**src/rgbhsl_pkg.sv**
```systemverilog
// ----------------------------------------------------------------------------
// RGB to HSL package
// Widths and constants shared by the converter and its checkers, and the
// one-bit divider step of the converter.
// ----------------------------------------------------------------------------
package rgbhsl_pkg;

	// Field widths.
	localparam int RGB_W  = 8;
	localparam int HUE_W  = 15;
	localparam int SAT_W  = 17;
	localparam int LSUM_W = 9;

	// Divider geometry: a 24-bit dividend, an 8-bit divisor, a 17-bit quotient.
	localparam int DIV_STEPS = SAT_W;
	localparam int REM_W     = RGB_W;
	localparam int DVD_W     = DIV_STEPS + REM_W - 1;
	localparam int NUM_W     = 11;

	// Arithmetic constants.
	localparam logic [LSUM_W-1:0] LSUM_HALF = LSUM_W'(255);
	localparam logic [LSUM_W-1:0] LSUM_MAX  = LSUM_W'(510);
	localparam logic [HUE_W-1:0]  HUE_MAX   = HUE_W'(23039);
	localparam logic [SAT_W-1:0]  SAT_ONE   = SAT_W'(65536);

	// Register stages from the accept edge to the edge that samples done high:
	// input, sort, prepare, the divider steps and the output register.
	localparam int PIPE_DEPTH = DIV_STEPS + 4;

	// One divider lane: partial remainder, dividend bits not yet consumed,
	// quotient so far, divisor and a flag that forces the result to zero.
	typedef struct packed {
		logic [REM_W-1:0]     rem;
		logic [DIV_STEPS-1:0] lo;
		logic [DIV_STEPS-1:0] quo;
		logic [REM_W-1:0]     dvs;
		logic                 zero;
	} div_lane_t;

	// Payload of one divider stage: both lanes and the lightness sum.
	typedef struct packed {
		div_lane_t         hue;
		div_lane_t         sat;
		logic [LSUM_W-1:0] lsum;
	} div_stage_t;

	// One restoring division step: bring down a dividend bit, subtract the
	// divisor when it fits, and shift the new quotient bit in.
	function automatic div_lane_t div_step(input div_lane_t l);
		div_lane_t      n;
		logic [REM_W:0] trial;
		logic [REM_W:0] diff;
		n     = l;
		trial = {l.rem, l.lo[DIV_STEPS-1]};
		diff  = trial - {1'b0, l.dvs};
		if (trial >= {1'b0, l.dvs}) begin
			n.rem = diff[REM_W-1:0];
			n.quo = {l.quo[DIV_STEPS-2:0], 1'b1};
		end else begin
			n.rem = trial[REM_W-1:0];
			n.quo = {l.quo[DIV_STEPS-2:0], 1'b0};
		end
		n.lo = {l.lo[DIV_STEPS-2:0], 1'b0};
		return n;
	endfunction

endpackage

```
**src/rgb_to_hsl_pixel_top.sv**
```systemverilog
// ----------------------------------------------------------------------------
// RGB to HSL pixel converter
// Turns one 8-bit RGB pixel into hue, saturation and lightness sum through a
// fully pipelined datapath with two restoring dividers.
// ----------------------------------------------------------------------------
// Usage: a pixel is taken at every rising edge where start is high; busy is
// always low, so one pixel per clock is sustained indefinitely. Each pixel
// produces exactly one result word, in input order, with done high for one
// cycle as the word leaves the output register. The receiver must take the
// word in that cycle; there is no back-pressure. The two 17-step bit-serial
// dividers (one quotient bit per stage) sit behind three stages of input
// capture, sorting and operand preparation, and are followed by the output
// register. Hue is in 1/64-degree units, saturation is fixed point with
// 65536 as 1.0, and lightness_sum is max+min.
// ----------------------------------------------------------------------------
module rgb_to_hsl_pixel_top (
	input  logic                          clk,
	input  logic                          arst_n,
	input  logic                          start,
	input  logic [rgbhsl_pkg::RGB_W-1:0]  red,
	input  logic [rgbhsl_pkg::RGB_W-1:0]  green,
	input  logic [rgbhsl_pkg::RGB_W-1:0]  blue,
	output logic                          busy,
	output logic                          done,
	output logic [rgbhsl_pkg::HUE_W-1:0]  hue,
	output logic [rgbhsl_pkg::SAT_W-1:0]  saturation,
	output logic [rgbhsl_pkg::LSUM_W-1:0] lightness_sum
);
	import rgbhsl_pkg::*;

	// Hue sector offsets, in units of chroma.
	localparam logic [2:0] OFF_RED      = 3'd0;
	localparam logic [2:0] OFF_GREEN    = 3'd2;
	localparam logic [2:0] OFF_BLUE     = 3'd4;
	localparam logic [2:0] OFF_RED_WRAP = 3'd6;

	// Stage 1: input capture.
	logic             valid_s1;
	logic [RGB_W-1:0] red_s1;
	logic [RGB_W-1:0] green_s1;
	logic [RGB_W-1:0] blue_s1;

	// Stage 2: sorted channels and sector selection.
	logic              valid_s2;
	logic [RGB_W-1:0]  chroma_s2;
	logic [LSUM_W-1:0] sum_s2;
	logic [2:0]        off_s2;
	logic [RGB_W-1:0]  dpos_s2;
	logic [RGB_W-1:0]  dneg_s2;

	// Stage 3 onward: divider stages, index 0 holds the prepared operands.
	logic [DIV_STEPS:0] valid_div_s;
	div_stage_t         div_s [DIV_STEPS+1];

	// Output register.
	logic              done_q;
	logic [HUE_W-1:0]  hue_q;
	logic [SAT_W-1:0]  sat_q;
	logic [LSUM_W-1:0] lsum_q;

	// Combinational signals of the sort and prepare stages.
	logic [RGB_W-1:0]  max_rg;
	logic [RGB_W-1:0]  min_rg;
	logic [RGB_W-1:0]  max_c;
	logic [RGB_W-1:0]  min_c;
	logic [2:0]        off_c;
	logic [RGB_W-1:0]  dpos_c;
	logic [RGB_W-1:0]  dneg_c;
	logic [NUM_W-1:0]  num_c;
	logic [DVD_W-1:0]  hue_dvd_c;
	logic [DVD_W-1:0]  sat_dvd_c;
	logic [LSUM_W-1:0] den_c;
	div_stage_t        prep_c;

	// The converter never holds off a pixel.
	assign busy = 1'b0;

	// Input capture.
	always_ff @(posedge clk or negedge arst_n) begin
		if (!arst_n) begin
			valid_s1 <= 1'b0;
		end else begin
			valid_s1 <= start;
		end
	end

	always_ff @(posedge clk) begin
		red_s1   <= red;
		green_s1 <= green;
		blue_s1  <= blue;
	end

	// Sort the channels and pick the hue sector. Red wins ties over green,
	// green over blue. The hue numerator is off*chroma + dpos - dneg.
	always_comb begin
		max_rg = (red_s1 > green_s1) ? red_s1 : green_s1;
		min_rg = (red_s1 < green_s1) ? red_s1 : green_s1;
		max_c  = (max_rg > blue_s1) ? max_rg : blue_s1;
		min_c  = (min_rg < blue_s1) ? min_rg : blue_s1;
		if (max_c == red_s1) begin
			dpos_c = green_s1;
			dneg_c = blue_s1;
			off_c  = (blue_s1 > green_s1) ? OFF_RED_WRAP : OFF_RED;
		end else if (max_c == green_s1) begin
			dpos_c = blue_s1;
			dneg_c = red_s1;
			off_c  = OFF_GREEN;
		end else begin
			dpos_c = red_s1;
			dneg_c = green_s1;
			off_c  = OFF_BLUE;
		end
	end

	always_ff @(posedge clk or negedge arst_n) begin
		if (!arst_n) begin
			valid_s2 <= 1'b0;
		end else begin
			valid_s2 <= valid_s1;
		end
	end

	always_ff @(posedge clk) begin
		chroma_s2 <= max_c - min_c;
		sum_s2    <= LSUM_W'(max_c) + LSUM_W'(min_c);
		off_s2    <= off_c;
		dpos_s2   <= dpos_c;
		dneg_s2   <= dneg_c;
	end

	// Prepare both divisions. The hue dividend is 3840 * numerator, built as
	// (num << 12) - (num << 8); the saturation dividend is chroma << 16.
	always_comb begin
		num_c     = NUM_W'(off_s2) * NUM_W'(chroma_s2) + NUM_W'(dpos_s2) - NUM_W'(dneg_s2);
		hue_dvd_c = (DVD_W'(num_c) << 12) - (DVD_W'(num_c) << 8);
		sat_dvd_c = {chroma_s2, {(DVD_W-RGB_W){1'b0}}};
		den_c     = (sum_s2 > LSUM_HALF) ? (LSUM_MAX - sum_s2) : sum_s2;

		prep_c.hue.rem  = {1'b0, hue_dvd_c[DVD_W-1:DIV_STEPS]};
		prep_c.hue.lo   = hue_dvd_c[DIV_STEPS-1:0];
		prep_c.hue.quo  = '0;
		prep_c.hue.dvs  = chroma_s2;
		prep_c.hue.zero = (chroma_s2 == '0);

		prep_c.sat.rem  = {1'b0, sat_dvd_c[DVD_W-1:DIV_STEPS]};
		prep_c.sat.lo   = sat_dvd_c[DIV_STEPS-1:0];
		prep_c.sat.quo  = '0;
		prep_c.sat.dvs  = den_c[REM_W-1:0];
		prep_c.sat.zero = (sum_s2 == '0) || (sum_s2 == LSUM_MAX);

		prep_c.lsum = sum_s2;
	end

	// Valid bits of the divider stages shift along with the data.
	always_ff @(posedge clk or negedge arst_n) begin
		if (!arst_n) begin
			valid_div_s <= '0;
		end else begin
			valid_div_s <= {valid_div_s[DIV_STEPS-1:0], valid_s2};
		end
	end

	always_ff @(posedge clk) begin
		div_s[0] <= prep_c;
	end

	// One quotient bit of each division per stage.
	for (genvar j = 1; j <= DIV_STEPS; j++) begin : g_div
		always_ff @(posedge clk) begin
			div_s[j].hue  <= div_step(div_s[j-1].hue);
			div_s[j].sat  <= div_step(div_s[j-1].sat);
			div_s[j].lsum <= div_s[j-1].lsum;
		end
	end

	// Output register; grey pixels get hue zero, black and white get
	// saturation zero.
	always_ff @(posedge clk or negedge arst_n) begin
		if (!arst_n) begin
			done_q <= 1'b0;
		end else begin
			done_q <= valid_div_s[DIV_STEPS];
		end
	end

	always_ff @(posedge clk) begin
		hue_q  <= div_s[DIV_STEPS].hue.zero ? '0 : div_s[DIV_STEPS].hue.quo[HUE_W-1:0];
		sat_q  <= div_s[DIV_STEPS].sat.zero ? '0 : div_s[DIV_STEPS].sat.quo;
		lsum_q <= div_s[DIV_STEPS].lsum;
	end

	assign done          = done_q;
	assign hue           = hue_q;
	assign saturation    = sat_q;
	assign lightness_sum = lsum_q;

endmodule

```
**config.mk**
```make
export PLATFORM = sky130hd
export DESIGN_NAME = rgb_to_hsl_pixel_top
export DESIGN_NICKNAME = d
export VERILOG_FILES = /design/src/rgbhsl_pkg.sv /design/src/rgb_to_hsl_pixel_top.sv
export SDC_FILE = /design/constraint.sdc
export NUM_CORES = 2
export LEC_CHECK = 0
export ABC_CLOCK_PERIOD_IN_PS = 10300
export BUFFER_PORTS_ARGS = -buffer_cell sky130_fd_sc_hd__buf_2
export CAP_MARGIN = 25
export CORE_UTILIZATION = 55
export DETAILED_ROUTE_END_ITERATION = 6
export PLACE_DENSITY = 0.71
export SLEW_MARGIN = 20
export SYNTH_ARGS = -nofsm -noshare
export SYNTH_HDL_FRONTEND = slang
export SYNTH_SLANG_ARGS = --single-unit
```
**constraint.sdc**
```tcl
create_clock -name clk -period 10.3 [get_ports clk]
set_clock_uncertainty 0.05 [all_clocks]
set_input_delay 1.03 -clock clk [delete_from_list [all_inputs] [get_ports clk]]
set_output_delay 1.03 -clock clk [all_outputs]
set_load 0.05 [all_outputs]
```
# Word level (Yosys, flattened, before mapping)
# Memory sizes are Yosys's and may differ from the RTL's.
# Index checks and enable logic that the tools add are counted.
# totals
mem_bits_rw	1980
wordCells	183
mem_count	1
register_bits	122
output_inout_bits	43
# memory_table
name	words	word_bits	rd	rd_clocked_by_memory_dff	wr	line_no	text
div_s	18	110	18	0	18	rgb_to_hsl_pixel_top.sv:53	div_stage_t div_s [DIV_STEPS+1];
# classes
order_cmp	40
reduce_logical	3
n_eq_ne	3
muxes	80
addsub	40
n_mul	1
# op_table
cell	n
two-way mux 8 bit	43
greater-or-equal comparator 9 x 8 -> 1 bit	34
subtractor 8 bit	35
two-way mux 1 bit	34
> comparator 8 bit	3
subtractor 23 x 19 -> 24 bit	1
equality test 8 bit	2
< comparator 8 bit	2
adder 11 x 8 -> 11 bit	1
multiplier 3 x 8 -> 11 bit	1
subtractor 11 x 8 -> 11 bit	1
adder 8 x 8 -> 9 bit	1
equality test 9 bit, second input constant	1
> comparator 9 x 8 -> 1 bit, second input constant	1
zero test 9 bit	1
two-way mux 3 bit	3
zero test 8 bit	1
subtractor 8 bit, first input constant	1
logical OR 1 bit	1

# Logic depth before layout (Yosys ltp)
# logic_depth
depth_word	7
depth_mapped	28

# Least setup slack after synthesis
# Ideal clock, no wire load.
# synth_path
path_type	flip-flop to flip-flop
start	reg green_s1[5]
end	reg sum_s2[7]
stages_incl_launch_ff	27
setup_ns	0.072
n_path_buf	4
slack_ns	5.487
t_arrival_ns	4.690
t_required_ns	10.178
period_less_slack_ns	4.813
path_cell_list	dfxtp_1 -> clkbuf_1 -> inv_1 -> ha_1 -> nand4_1 -> or2_1 -> o21ai_2 -> buf_2 -> mux2_2 -> ha_1 -> nor2b_2 -> o211ai_1 -> a211oi_2 -> nor2_2 -> buf_6 -> clkbuf_1 -> nor2_1 -> a21oi_1 -> ha_1 -> inv_1 -> nor2_1 -> nor2_1 -> o21bai_1 -> a21oi_1 -> o21bai_1 -> a21oi_1 -> xnor2_1
# synth_via
elab_chain_len	5
word_cells_on_any_way	9
cone_classes	add/sub (1); order compare (4); mux (4)
# synth_lines
item	line_no	text
start: declaration	rgb_to_hsl_pixel_top.sv:40	logic [RGB_W-1:0] green_s1;
start signal: assignment	rgb_to_hsl_pixel_top.sv:89	green_s1 <= green;
> comparator 8 bit / < comparator 8 bit (equally long branches)	rgb_to_hsl_pixel_top.sv:96, rgb_to_hsl_pixel_top.sv:97	
two-way mux 8 bit (on tied branches)	rgb_to_hsl_pixel_top.sv:96, rgb_to_hsl_pixel_top.sv:97	
> comparator 8 bit / < comparator 8 bit (equally long branches)	rgb_to_hsl_pixel_top.sv:98, rgb_to_hsl_pixel_top.sv:99	
two-way mux 8 bit (on tied branches)	rgb_to_hsl_pixel_top.sv:98, rgb_to_hsl_pixel_top.sv:99	
adder 8 x 8 -> 9 bit *	rgb_to_hsl_pixel_top.sv:125	sum_s2 <= LSUM_W'(max_c) + LSUM_W'(min_c);
end signal: assignment	rgb_to_hsl_pixel_top.sv:125	
end: declaration	rgb_to_hsl_pixel_top.sv:46	logic [LSUM_W-1:0] sum_s2;
# Every way passes the cells marked *; elsewhere a longest branch is shown, timed or not.
# A chain may end at the register's enable or synchronous reset.

# Worst setup path in the final report
# layout_path
start	reg green_s1[5]
end	reg sum_s2[8]
# Same word-level chain as after synthesis.

==> out/qor.txt <==
#FFs+latches synth - 1137
vias - 23621
crit path max fanout - 14
area leader, netlist - dfxtp_1
Remaining DRCs - 1
CTS buffer count - 107
GRT Util Overall - 17.7%
Post-Route Setup TNS - 0 ns
Clock Sinks - 1137
Starting Density - 55.8%
mapped cell area - 40900 um2
Core Region - 73300 um2
CTS tree - done
CP Launch Type - flip-flop
Post-synth EDFFs - 0
die area - 75500 um2
Fin. Hold Viols - 0
element type at the critical path end - flip-flop
sequential-to-total area share from yosys stat - 55.8%
min Tclk post-route - 5.71 ns
CTS clk-pin slew, worst paths - 0.06 ns
Netlist cell types - 62
DPL Wire Length - 47.5 mm
worst slew pin tran - 0.926 ns
share of layout cells above drive strength 1 - 11.7%
Tcrit/Tclk final - 55.5%
ANT nets after route - 0
H-tree level count - 3
# rows - 99
synth cell count leaders - 1116 x dfxtp_1, 465 x inv_1, 350 x ha_1, 203 x nor2_1, 166 x mux2_2
Yosys top cell area share - 54.6%
number of max-cap violations - 0
placer congestion estimate - 0.857
ys flop type - dfxtp_1
GRT Residual Overflow - 0
layout net count - 4170
status - finished, violations left
Yosys warning count - 0
# Post-CTS Setup Buffers - 0
root buffer selected by CTS - clkbuf_16
DRT Pass-1 Iters - 7
hold_buf cts - 0
Worst Path Arrival - 6.27 ns
DRT Wirelength - 65.1 mm
RSZ-0062 raised after global routing - no
die width - 275 um
area delta synth->final - 12.3%
FFs w/ async S/R, synth - 1.85%
Final setup viols - 0
Vias per Instance - 4.93
Ports - 70
first-pass GRT wire length - 111 mm
WS Path Type - flip-flop to flip-flop
critical path required time - 10.86 ns
Clk Latency, worst-skew pair - 0.67 ns
count leader, synth - dfxtp_1
clock buffer depth - 3
vias in the first global route - 24720
Post-Synthesis Cells - 3582
failing checks - DRC
post-cts resize count - 0
pin count of the biggest net entering global routing - 22
routed wire length per instance - 13.6 um
Detailed Route Iter0 Violations - 716
Slew Viols, Final - 0
syn avg cell area - 11.4 um2
Die Y - 275 um
Ant. Diodes - 0
PortBufs - 68
achievable frequency - 175 MHz
fill count - 5740
antenna violations before repair - 0
Worst slew margin - 38.1%
worst hold path type - flip-flop to flip-flop
main area contributors after synthesis - dfxtp_1 55%, ha_1 11%, mux2_2 4.6%
-- routing by layer --
metal | vias up | GRT usage [%] | share of wire [%]
li1 | 12208 | - | -
met1 | 11053 | 18.2 | 40
met2 | 227 | 35.2 | 54
met3 | 133 | 2.98 | 2.5
met4 | 0 | 6.96 | 3.2
met5 | - | 0 | 0
-- per-stage QoR --
step                instances  utilization [%]  cell area [um2]  worst slack [ns]  hold slack (ns)
CTS                      4789             62.7            46000              4.59            0.228
finish                   4789             62.7            46000              4.59            0.243
detailed placement       4596             57.8            42400              4.60            0.262
global placement         4596             57.8            42400              4.64            0.260
global route             4789             62.7            46000              4.11            0.249
floorplan                3583                -            40900              5.49            0.260
-- flip-flops by register name, indices dropped and copies added (netlist names), named ones only --
signal,cells
blue_s1,8
chroma_s2,7
div_s,1016
dneg_s2,8
done,1
dpos_s2,8
green_s1,8
hue,15
lightness_sum,9
off_s2,2
red_s1,8
saturation,17
sum_s2,9
valid_div_s,18
valid_s1,1
valid_s2,1
-- cells in the final DEF, fill, tap and decap left out, types with 4 or more instances in the layout --
cell type and n:
dfxtp_1 1116, inv_1 465, ha_1 350, nor2_1 203, mux2_2 166, xnor2_1 138
clkbuf_16 108, a21oi_1 104, nor2b_1 100, nand2_1 94, o21ai_0 92, mux2i_1 86
o21a_1 78, buf_2 68, o21ai_1 61, xor2_1 52, nand4_1 52, fa_1 47
a21o_1 46, a21boi_0 44, nand2b_1 38, nor3_1 35, nor4_1 31, nand3_1 30
a211oi_2 25, clkbuf_1 25, dfrtp_1 21, a21boi_1 19, clkbuf_8 18, clkinv_2 15
and2_1 10, o21bai_1 9, bufinv_16 8, a211oi_4 6, mux2_1 5, clkinvlp_4 5
clkinv_4 5, and3_1 4
-- worst max-delay path, cell delays in order, from the launching register on --
cell and delay [ns]:
dfxtp_1 0.48, inv_1 0.17, ha_1 0.32, a21oi_1 0.14
o21ai_1 0.12, o21ai_2 0.63, mux2_2 0.43, ha_1 0.32
nand4_1 0.16, nor2_2 0.20, a21oi_2 0.08, nor2_2 0.40
buf_4 0.27, nor2_1 0.06, a21oi_1 0.38, inv_1 0.13
fa_1 0.47, inv_1 0.07, a21oi_1 0.06, o21bai_1 0.21
a21oi_1 0.10, nor2_1 0.09, nor2_1 0.07, o21bai_1 0.12
a21o_1 0.13
-- logic make-up after synthesis --
family | count (synthesis) | synth area share [%]
compound gates | 510 | 8.42
xor+xnor | 190 | 4.06
fa+ha+maj | 397 | 13.0
buf+inv | 481 | 4.53
flops | 1137 | 55.8
mux | 257 | 6.81
other cells | 1 | 0.00916
simple gates | 609 | 7.34
-- worst paths after layout --
kind / from / end / slack, ns / depth (start not counted)
worst max-delay path: green_s1[5]$_DFF_P_ / sum_s2[8]$_DFF_P_ / 4.59 / 24
worst min-delay path: div_s[4][100]$_DFF_P_ / div_s[5][101]$_DFF_P_ / 0.24 / 0
worst max register to register: green_s1[5]$_DFF_P_ / sum_s2[8]$_DFF_P_ / 4.59 / 24
worst min register to register: div_s[4][100]$_DFF_P_ / div_s[5][101]$_DFF_P_ / 0.24 / 0
max in group asynchronous: arst_n / valid_div_s[13]$_DFF_PN0_ / 9.62 / 1
min in group asynchronous: arst_n / valid_s1$_DFF_PN0_ / 0.25 / 1
-- area by class of cell --
| class | instances | area [um2] | share of cell area [%] |
|---|---|---|---|
| well taps | 959 | 1200 | 2.61 |
| multi-input cells | 1965 | 16200 | 35.3 |
| inverters | 465 | 1750 | 3.79 |
| repair buffers | 70 | 355 | 0.773 |
| clock buffers | 151 | 3040 | 6.62 |
| clock inverters | 42 | 556 | 1.21 |
| flip-flops and latches | 1137 | 22900 | 49.7 |
Power is left out: the tool's default activity adds up to more than one toggle a clock period on the data nets, which glitch-free logic cannot reach.
